[config.mk]
export PLATFORM = sky130hd
export DESIGN_NAME = status_led_pattern_evaluator
export DESIGN_NICKNAME = d
export VERILOG_FILES = /design/src/rtl/core/slpe_pkg.sv /design/src/rtl/core/status_led_pattern_evaluator.sv
export SDC_FILE = /design/constraint.sdc
export NUM_CORES = 2
export LEC_CHECK = 0
export BUFFER_PORTS_ARGS = -buffer_cell sky130_fd_sc_hd__buf_2
export CORE_MARGIN = 2
export CORE_UTILIZATION = 60
export CTS_BUF_LIST = sky130_fd_sc_hd__clkbuf_2
export CTS_CLUSTER_DIAMETER = 50
export DETAILED_ROUTE_END_ITERATION = 7
export HOLD_SLACK_MARGIN = 0.05
export PLACE_DENSITY = 0.76
export SLEW_MARGIN = 20
export SYNTH_ARGS = -nofsm -noshare
export SYNTH_HDL_FRONTEND = slang
export SYNTH_SLANG_ARGS = --single-unit
[constraint.sdc]
create_clock -name clk -period 14.7 [get_ports clk]
set_input_delay 1.47 -clock clk [delete_from_list [all_inputs] [get_ports clk]]
set_output_delay 1.47 -clock clk [all_outputs]
set_load 0.01 [all_outputs]
[src/rtl/core/slpe_pkg.sv]
// shared codes, types, timing constants and pattern functions of the status led evaluator
package slpe_pkg;

  localparam int unsigned TIME_WIDTH_DEF = 64;

  // overlay codes
  localparam logic [2:0] OV_NONE     = 3'd0;
  localparam logic [2:0] OV_IDENTIFY = 3'd1;
  localparam logic [2:0] OV_ACTIVITY = 3'd2;
  localparam logic [2:0] OV_FACTORY  = 3'd3;
  localparam logic [2:0] OV_RESTART  = 3'd4;

  // board status codes
  localparam logic [2:0] ST_BOOTING  = 3'd0;
  localparam logic [2:0] ST_PROV     = 3'd1;
  localparam logic [2:0] ST_CONNECT  = 3'd2;
  localparam logic [2:0] ST_READY    = 3'd3;
  localparam logic [2:0] ST_DEGRADED = 3'd4;
  localparam logic [2:0] ST_ERROR    = 3'd5;

  // blink periods and lit times in ms
  localparam logic [9:0] P_BOOT = 10'd200;
  localparam logic [9:0] L_BOOT = 10'd100;
  localparam logic [9:0] P_IDF  = 10'd500;
  localparam logic [9:0] L_IDF  = 10'd250;
  localparam logic [9:0] P_PROV = 10'd1000;
  localparam logic [9:0] L_PROV = 10'd500;
  localparam logic [9:0] P_CONN = 10'd250;
  localparam logic [9:0] L_CONN = 10'd125;
  localparam logic [9:0] P_DEGR = 10'd1000;
  localparam logic [9:0] L_DEGR = 10'd150;

  // error triple blink, edges within its 1750 ms cycle
  localparam logic [10:0] ERR_PERIOD = 11'd1750;
  localparam logic [10:0] ERR_E1     = 11'd150;
  localparam logic [10:0] ERR_E2     = 11'd300;
  localparam logic [10:0] ERR_E3     = 11'd450;
  localparam logic [10:0] ERR_E4     = 11'd600;
  localparam logic [10:0] ERR_E5     = 11'd750;

  // elapsed mod 7000 covers every period; 7000 = 8 * 875
  localparam int unsigned RED_MOD  = 875;
  localparam int unsigned SPAN     = 8 * RED_MOD;
  localparam int unsigned CHK_W    = 10;
  localparam int unsigned PRD_W    = 2 * CHK_W;
  // at most seven weighted chunks: 7 * 1023 * 874 stays below 2^23
  localparam int unsigned SUM_W    = 23;
  localparam int unsigned RECIP_SH = SUM_W;
  localparam int unsigned RECIP    = (1 << RECIP_SH) / RED_MOD;
  localparam int unsigned RCP_W    = 14;
  localparam int unsigned Q_W      = 13;
  localparam int unsigned V_W      = 13;

  typedef enum logic [2:0] {
    PAT_B200,
    PAT_B500,
    PAT_B1000H,
    PAT_B250,
    PAT_B1000D,
    PAT_ERR,
    PAT_ON,
    PAT_OFF
  } pat_t;

  typedef struct packed {
    pat_t       pat;
    logic [2:0] eff;
  } meta_t;

  typedef struct packed {
    logic       led;
    logic       chg;
    logic [9:0] wait_ms;
  } led_res_t;

  // 2^k mod 875, elaboration only
  function automatic int unsigned pow2_mod(int unsigned k);
    int unsigned w;
    w = 1;
    for (int unsigned i = 0; i < k; i++) begin
      w = w * 2;
      if (w >= RED_MOD) begin
        w = w - RED_MOD;
      end
    end
    return w;
  endfunction

  function automatic led_res_t blink(logic [9:0] ph, logic [9:0] period, logic [9:0] lit_ms);
    led_res_t r;
    r.chg = 1'b1;
    if (ph < lit_ms) begin
      r.led     = 1'b1;
      r.wait_ms = lit_ms - ph;
    end else begin
      r.led     = 1'b0;
      r.wait_ms = period - ph;
    end
    return r;
  endfunction

  function automatic led_res_t error_pat(logic [10:0] p);
    led_res_t    r;
    logic [10:0] lim;
    r.chg = 1'b1;
    if (p < ERR_E1) begin
      r.led = 1'b1;
      lim   = ERR_E1;
    end else if (p < ERR_E2) begin
      r.led = 1'b0;
      lim   = ERR_E2;
    end else if (p < ERR_E3) begin
      r.led = 1'b1;
      lim   = ERR_E3;
    end else if (p < ERR_E4) begin
      r.led = 1'b0;
      lim   = ERR_E4;
    end else if (p < ERR_E5) begin
      r.led = 1'b1;
      lim   = ERR_E5;
    end else begin
      r.led = 1'b0;
      lim   = ERR_PERIOD;
    end
    r.wait_ms = 10'(lim - p);
    return r;
  endfunction

endpackage

[src/rtl/core/status_led_pattern_evaluator.sv]
// status led pattern evaluator: pipelined elapsed-time residue and pattern lookup
//
// Input channel in_*: one query per beat (status, overlay request, activity
// flags, current time and pattern epoch in ms). Result channel out_*: one
// result per query, in order (led state, overlay in effect, next edge flag
// and ms to the next edge).
// Throughput: one beat per cycle on both channels while out_ready stays high.
// An accepted beat crosses eight register stages on its way to out_valid,
// the input register included. The depth is set by the residue path:
// elapsed subtract, weighted 10-bit chunk products, their sum, a reciprocal
// multiply, remainder correction, period folding and the final pattern select,
// one register stage each.
// Reset (rst_n low, synchronous) empties the pipeline; out_valid drops and
// in_ready rises in the next cycle.
// A stalled receiver holds the result in the output stage; bubbles ahead of
// it are still filled, and in_ready falls only once every stage is full.
module status_led_pattern_evaluator #(
  parameter int unsigned TIME_WIDTH = slpe_pkg::TIME_WIDTH_DEF
) (
  input  logic                  clk,
  input  logic                  rst_n,
  input  logic                  in_valid,
  output logic                  in_ready,
  input  logic [2:0]            in_board_status,
  input  logic [2:0]            in_overlay,
  input  logic                  in_identify_on,
  input  logic                  in_activity_on,
  input  logic [TIME_WIDTH-1:0] in_now_time,
  input  logic [TIME_WIDTH-1:0] in_epoch_time,
  output logic                  out_valid,
  input  logic                  out_ready,
  output logic                  out_led_on,
  output logic [2:0]            out_effective_overlay,
  output logic                  out_has_change,
  output logic [9:0]            out_next_change_ms
);
  import slpe_pkg::*;

  localparam int unsigned NSTG = 8;
  localparam int unsigned YW   = TIME_WIDTH - 3;
  localparam int unsigned NCHK = (YW + CHK_W - 1) / CHK_W;
  localparam int unsigned YPW  = NCHK * CHK_W;

  // stage handshake
  logic [NSTG-1:0] vld_r;
  logic [NSTG-1:0] vld_nxt;
  logic [NSTG-1:0] adv;

  always_comb begin
    adv[NSTG-1] = !vld_r[NSTG-1] || out_ready;
    for (int k = NSTG - 2; k >= 0; k--) begin
      adv[k] = !vld_r[k] || adv[k+1];
    end
    vld_nxt = vld_r;
    for (int k = 0; k < NSTG; k++) begin
      if (adv[k]) begin
        vld_nxt[k] = (k == 0) ? in_valid : vld_r[(k == 0) ? 0 : k - 1];
      end
    end
  end

  always_ff @(posedge clk) begin
    if (!rst_n) begin
      vld_r <= '0;
    end else begin
      vld_r <= vld_nxt;
    end
  end

  assign in_ready  = adv[0];
  assign out_valid = vld_r[NSTG-1];

  // stage 0: input register
  logic [2:0]            sts0_r;
  logic [2:0]            ov0_r;
  logic                  idf0_r;
  logic                  act0_r;
  logic [TIME_WIDTH-1:0] now0_r;
  logic [TIME_WIDTH-1:0] epc0_r;

  always_ff @(posedge clk) begin
    if (adv[0]) begin
      sts0_r <= in_board_status;
      ov0_r  <= in_overlay;
      idf0_r <= in_identify_on;
      act0_r <= in_activity_on;
      now0_r <= in_now_time;
      epc0_r <= in_epoch_time;
    end
  end

  // stage 1: elapsed time and pattern choice
  meta_t                 meta1_nxt;
  meta_t                 meta1_r;
  logic [TIME_WIDTH-1:0] elp1_r;

  always_comb begin
    meta1_nxt.eff = OV_NONE;
    if (ov0_r == OV_FACTORY) begin
      meta1_nxt.pat = PAT_B200;
      meta1_nxt.eff = OV_FACTORY;
    end else if (ov0_r == OV_RESTART) begin
      meta1_nxt.pat = PAT_ON;
      meta1_nxt.eff = OV_RESTART;
    end else if (sts0_r == ST_ERROR) begin
      meta1_nxt.pat = PAT_ERR;
    end else if (ov0_r == OV_IDENTIFY && idf0_r) begin
      meta1_nxt.pat = PAT_B500;
      meta1_nxt.eff = OV_IDENTIFY;
    end else if (ov0_r == OV_ACTIVITY && act0_r) begin
      meta1_nxt.pat = PAT_ON;
      meta1_nxt.eff = OV_ACTIVITY;
    end else begin
      case (sts0_r)
        ST_BOOTING:  meta1_nxt.pat = PAT_B200;
        ST_PROV:     meta1_nxt.pat = PAT_B1000H;
        ST_CONNECT:  meta1_nxt.pat = PAT_B250;
        ST_READY:    meta1_nxt.pat = PAT_ON;
        ST_DEGRADED: meta1_nxt.pat = PAT_B1000D;
        default:     meta1_nxt.pat = PAT_OFF;
      endcase
    end
  end

  always_ff @(posedge clk) begin
    if (adv[1]) begin
      meta1_r <= meta1_nxt;
      elp1_r  <= now0_r - epc0_r;
    end
  end

  // stage 2: elapsed/8 split into 10-bit chunks, each scaled by 2^(10i) mod 875
  logic [YPW-1:0]   y_pad;
  logic [PRD_W-1:0] prd_nxt [NCHK];
  logic [PRD_W-1:0] prd2_r  [NCHK];
  logic [2:0]       e3_2_r;
  meta_t            meta2_r;

  assign y_pad = YPW'(elp1_r >> 3);

  for (genvar i = 0; i < NCHK; i++) begin : g_chk
    localparam logic [CHK_W-1:0] WGT = CHK_W'(pow2_mod(CHK_W * i));
    assign prd_nxt[i] = PRD_W'(y_pad[i*CHK_W +: CHK_W]) * PRD_W'(WGT);
  end

  always_ff @(posedge clk) begin
    if (adv[2]) begin
      prd2_r  <= prd_nxt;
      e3_2_r  <= elp1_r[2:0];
      meta2_r <= meta1_r;
    end
  end

  // stage 3: sum of the chunk products, congruent to elapsed/8 mod 875
  logic [SUM_W-1:0] sum_nxt;
  logic [SUM_W-1:0] sum3_r;
  logic [2:0]       e3_3_r;
  meta_t            meta3_r;

  always_comb begin
    sum_nxt = '0;
    for (int i = 0; i < NCHK; i++) begin
      sum_nxt = sum_nxt + SUM_W'(prd2_r[i]);
    end
  end

  always_ff @(posedge clk) begin
    if (adv[3]) begin
      sum3_r  <= sum_nxt;
      e3_3_r  <= e3_2_r;
      meta3_r <= meta2_r;
    end
  end

  // stage 4: quotient estimate by reciprocal, low by at most one
  logic [SUM_W+RCP_W-1:0] qp_nxt;
  logic [Q_W-1:0]         q4_r;
  logic [SUM_W-1:0]       sum4_r;
  logic [2:0]             e3_4_r;
  meta_t                  meta4_r;

  assign qp_nxt = (SUM_W + RCP_W)'(sum3_r) * (SUM_W + RCP_W)'(RECIP);

  always_ff @(posedge clk) begin
    if (adv[4]) begin
      q4_r    <= Q_W'(qp_nxt >> RECIP_SH);
      sum4_r  <= sum3_r;
      e3_4_r  <= e3_3_r;
      meta4_r <= meta3_r;
    end
  end

  // stage 5: remainder with one correction, then elapsed mod 7000
  logic [SUM_W-1:0] qm;
  logic [SUM_W-1:0] rem;
  logic [10:0]      rem11;
  logic [9:0]       r875;
  logic [V_W-1:0]   v5_r;
  meta_t            meta5_r;

  always_comb begin
    qm    = SUM_W'(q4_r) * SUM_W'(RED_MOD);
    rem   = sum4_r - qm;
    rem11 = 11'(rem);
    r875  = (rem11 >= 11'(RED_MOD)) ? 10'(rem11 - 11'(RED_MOD)) : 10'(rem11);
  end

  always_ff @(posedge clk) begin
    if (adv[5]) begin
      v5_r    <= {r875, e3_4_r};
      meta5_r <= meta4_r;
    end
  end

  // stage 6: phase within each period
  logic [V_W-1:0] b1000;
  logic [V_W-1:0] b1750;
  logic [9:0]     m1000_nxt;
  logic [9:0]     b200;
  logic [9:0]     b250;
  logic [10:0]    m1750_6_r;
  logic [9:0]     m1000_6_r;
  logic [8:0]     m500_6_r;
  logic [7:0]     m250_6_r;
  logic [7:0]     m200_6_r;
  meta_t          meta6_r;

  always_comb begin
    b1000 = '0;
    for (int k = 1; k < int'(SPAN / 1000); k++) begin
      if (v5_r >= V_W'(k * 1000)) begin
        b1000 = V_W'(k * 1000);
      end
    end
    b1750 = '0;
    for (int k = 1; k < int'(SPAN / 1750); k++) begin
      if (v5_r >= V_W'(k * 1750)) begin
        b1750 = V_W'(k * 1750);
      end
    end
    m1000_nxt = 10'(v5_r - b1000);
    b200 = '0;
    for (int k = 1; k < 5; k++) begin
      if (m1000_nxt >= 10'(k * 200)) begin
        b200 = 10'(k * 200);
      end
    end
    b250 = '0;
    for (int k = 1; k < 4; k++) begin
      if (m1000_nxt >= 10'(k * 250)) begin
        b250 = 10'(k * 250);
      end
    end
  end

  always_ff @(posedge clk) begin
    if (adv[6]) begin
      m1750_6_r <= 11'(v5_r - b1750);
      m1000_6_r <= m1000_nxt;
      m500_6_r  <= (m1000_nxt >= P_IDF) ? 9'(m1000_nxt - P_IDF) : 9'(m1000_nxt);
      m250_6_r  <= 8'(m1000_nxt - b250);
      m200_6_r  <= 8'(m1000_nxt - b200);
      meta6_r   <= meta5_r;
    end
  end

  // stage 7: pattern evaluation into the output register
  led_res_t   res_nxt;
  logic       led7_r;
  logic [2:0] eff7_r;
  logic       chg7_r;
  logic [9:0] until7_r;

  always_comb begin
    case (meta6_r.pat)
      PAT_B200:   res_nxt = blink(10'(m200_6_r), P_BOOT, L_BOOT);
      PAT_B500:   res_nxt = blink(10'(m500_6_r), P_IDF, L_IDF);
      PAT_B1000H: res_nxt = blink(m1000_6_r, P_PROV, L_PROV);
      PAT_B250:   res_nxt = blink(10'(m250_6_r), P_CONN, L_CONN);
      PAT_B1000D: res_nxt = blink(m1000_6_r, P_DEGR, L_DEGR);
      PAT_ERR:    res_nxt = error_pat(m1750_6_r);
      PAT_ON:     res_nxt = '{led: 1'b1, chg: 1'b0, wait_ms: 10'd0};
      default:    res_nxt = '{led: 1'b0, chg: 1'b0, wait_ms: 10'd0};
    endcase
  end

  always_ff @(posedge clk) begin
    if (adv[7]) begin
      led7_r   <= res_nxt.led;
      eff7_r   <= meta6_r.eff;
      chg7_r   <= res_nxt.chg;
      until7_r <= res_nxt.wait_ms;
    end
  end

  assign out_led_on            = led7_r;
  assign out_effective_overlay = eff7_r;
  assign out_has_change        = chg7_r;
  assign out_next_change_ms    = until7_r;

  // input side only backs up when every stage holds a beat and the receiver stalls
  a_full_stall: assert property (@(posedge clk) disable iff (!rst_n)
    !in_ready |-> (out_valid && !out_ready))
    else $error("in_ready low without a full stalled pipeline");

  a_steady_zero: assert property (@(posedge clk) disable iff (!rst_n)
    (out_valid && !out_has_change) |-> (out_next_change_ms == 10'd0))
    else $error("steady result with nonzero time to next edge");

  a_edge_range: assert property (@(posedge clk) disable iff (!rst_n)
    (out_valid && out_has_change) |->
      (out_next_change_ms != 10'd0 && out_next_change_ms <= P_PROV))
    else $error("time to next edge out of range");

  a_restart_on: assert property (@(posedge clk) disable iff (!rst_n)
    (out_valid && out_effective_overlay == OV_RESTART) |-> (out_led_on && !out_has_change))
    else $error("restart overlay not steady on");

endmodule

==> qor.txt <==
==============================================================================
Die outline height                                                      252 um
Total count of max-transition violations in the final report                 0
Critical setup path kind                                               reg2reg
Syn-to-layout area delta                                                 7.79%
Portion of the post-synthesis area used by sequential elements           37.8%
Register bit count reported by yosys                                       467
Aggregate global routing overflow                                            0
CTS root buffer                                                       clkbuf_2
Latest clock arrival within the worst-skew pair                        1.22 ns
Crit-path max cell delay                                               0.65 ns
Outcome                                                           finished, violations left
Post-route minimum period                                              5.66 ns
Slowest-stage cell, CP                                                  xor2_1
Setup violation total in the final timing report                             0
H-tree depth                                                                 3
Vias                                                                     23800
Critical Path Fanout Max                                                    12
Max Clk Rate                                                           177 MHz
Post-route setup TNS                                                      0 ns
CTS buffer count                                                           116
Horizontal die dimension                                                252 um
Sequential standard cell area                                       0.0139 mm2
Kind of end point of the critical path                               flip-flop
Clk slew on worst S/H paths                                            0.11 ns
Most used DFF post-synth                                              edfxtp_1
Multi-input logic area                                              0.0208 mm2
Minimum setup slack among reg-to-reg paths                             9.04 ns
Vias in the first global route                                           25200
CTS hold repair buffers                                                      0
HP Class                                                               reg2reg
Async set-reset flop share out of synthesis                                 0%
Die ar.                                                             0.0635 mm2
Clock tree from TritonCTS                                                built
Fillers                                                                   4727
Buffer and inverter count on the worst path                                  2
Antenna violations before repair                                             5
Wire length of the first global-routing pass                            125 mm
Largest net degree at the start of global routing                           75
Worst rel slew slack                                                     36.5%
Dpl hpwl                                                               60.9 mm
Maxcap violations                                                            0
Number of failing hold endpoints at the final stage                          0
Number of iterations in the first detailed-routing pass                      8
Area of the core                                                    0.0606 mm2
Top-level port count                                                       157
Number of rows created at floorplan                                         90
Netlist area before placement                                       0.0369 mm2
Drt wl/cell                                                            17.3 um
Req. time, crit path                                                  15.56 ns
DR DRC count                                                                 3
Worst slew pin tran                                                   0.950 ns
DR vias/cell                                                              5.50
Number of port buffers                                                     156
Most used cells in the layout excluding fill and tap cells        ha_1, inv_1, edfxtp_1, fa_1, a21oi_1
Starting DRT DRC Count                                                    1643
Failing checks                                                             DRC
Global placement routability congestion                                  0.933
Leading cell type in the layout, fill and taps excluded                   ha_1
Count of warnings emitted by yosys                                           0
Post-layout net count                                                     4415
Worst-case clock skew                                                 0.139 ns
Post-synthesis area per instance                                      11.5 um2
Net count of the mapped netlist                                           4175
Worst endpoint data arrival time                                       6.51 ns
Cell family with the largest share of critical-path delay         compound AO/OA/AOI/OAI gates
CP startpoint kind                                                   flip-flop
Number of antenna-violating nets in the routed design                        0
CTS resizes                                                                  0
Setup Buffers After CTS                                                      0
Share of the clock period used by the worst path                         38.5%
Count of clock tree sinks                                                  467
Gate Count Post-Synth                                                     3207
Number of enable-type register cells in the synthesized netlist            459
Clock Path Buffers                                                           3
Starting utilization of the core area                                    60.9%
RSZ-0062 raised after global routing                                        no
Share of post-route cells with drive strength above 1                    10.5%
Final WL                                                               74.8 mm
Overall fraction of global-route tracks in use                           24.6%
Unique masters post-synth                                                   86
==============================================================================
through the flow:
stage          worst slack [ns]  instances  utilization, %  hold WS (ns)  area [um2]
2_1_floorplan              8.00       3207               -         0.400       36900
3_3_place_gp               9.25       4111            63.6         0.403       38600
3_5_place_dp               9.13       4111            63.6         0.405       38600
4_1_cts                    9.10       4322            65.6         0.250       39800
5_1_grt                    8.44       4326            65.6         0.297       39800
6_report                   9.04       4327            65.6         0.359       39800
cell usage after synthesis (8+ instances only):
cell / number / share of area (%)
a21oi_1: 195 / 2.6
edfxtp_1: 459 / 37
o21ai_0: 85 / 1.2
nor3_1: 37 / 0.50
and2_1: 15 / 0.25
and3_1: 17 / 0.29
ha_1: 568 / 19
o211ai_1: 13 / 0.26
o31ai_1: 14 / 0.28
nor2b_1: 40 / 0.68
nand3_1: 29 / 0.39
clkbuf_1: 32 / 0.33
o21bai_1: 44 / 0.90
a21boi_1: 8 / 0.16
inv_1: 526 / 5.4
nand4_1: 22 / 0.37
a211oi_1: 11 / 0.22
nand2_1: 121 / 1.2
a31oi_1: 21 / 0.36
fa_1: 260 / 14
xor2_1: 73 / 1.7
nand2b_1: 25 / 0.42
o21ai_1: 30 / 0.41
a21o_1: 75 / 1.5
xnor2_1: 174 / 4.1
nor2_1: 134 / 1.4
dfxtp_1: 8 / 0.43
o21a_1: 25 / 0.51
per-layer routing:
| layer | vias to the layer above | global-route usage (%) | routed length (um) |
|---|---|---|---|
| met5 | - | 0 | 0 |
| met4 | 0 | 9.70 | 2840 |
| met3 | 165 | 3.33 | 3170 |
| met2 | 572 | 43.7 | 37700 |
| met1 | 11300 | 30.4 | 31000 |
| li1 | 11700 | - | - |
worst reg2reg max path, cell delays in order (launching register included):
cell	delay [ns]
edfxtp_1	0.53
nand3_1	0.21
o21ai_1	0.33
inv_2	0.10
o21ai_0	0.25
nand2_1	0.10
a21oi_1	0.15
ha_1	0.20
fa_1	0.22
nor2b_1	0.06
o21ai_1	0.12
nand2b_1	0.10
a21o_1	0.18
a21oi_1	0.16
xor2_1	0.65
inv_1	0.17
and3_1	0.27
o21ai_1	0.25
ha_1	0.24
fa_1	0.22
nor2b_1	0.05
o21ai_0	0.15
nand2b_1	0.11
a21o_1	0.19
a21oi_1	0.17
xnor2_1	0.10
xnor2_1	0.15
flip-flops by register name, indices dropped and copies added, names as in the netlist, 7 cells and up:
signal and cells:
m1750_6_r 11, q4_r 11, out_next_change_ms 10, vld_r 8
sum3_r 22, elp1_r 64, m250_6_r 7, m500_6_r 7
epc0_r 64, m1000_6_r 9, v5_r 13, prd2_r 103
sum4_r 11, now0_r 64
area by class of cell:
type | instances | share of cell area (%)
inverters | 532 | 5.03
multi-input cells | 2166 | 52.3
repair buffers | 164 | 2.11
diodes | 5 | 0.0315
well taps | 782 | 2.46
clock inverters | 61 | 1.13
flip-flops and latches | 467 | 35.1
clock buffers | 150 | 1.89
path summary, 6_finish.rpt:
path                       startpoint                     to  cells after the start
setup reg to reg    v5_r[7]$_DFFE_PP_  m250_6_r[7]$_DFFE_PP_                     26
setup / recovery    v5_r[7]$_DFFE_PP_  m250_6_r[7]$_DFFE_PP_                     26
hold reg to reg   e3_3_r[0]$_DFFE_PP_    e3_4_r[0]$_DFFE_PP_                      0
hold / removal    e3_3_r[0]$_DFFE_PP_    e3_4_r[0]$_DFFE_PP_                      0
logic make-up (layout without fill, tap and decap cells):
family,after synthesis,in the layout,synth area share (%)
adder cells (fa/ha/maj),829,829,33.4
AO/OA/AOI/OAI,609,609,10.7
buffers and inverters,574,907,5.87
AND/OR/NAND/NOR,472,472,6.10
flip-flops,467,467,37.8
XOR/XNOR,247,247,5.86
multiplexers,9,9,0.254
other,0,5,0
Power is not shown: default switching activity piles up to over one toggle a cycle in this logic, so the estimate is an artifact.
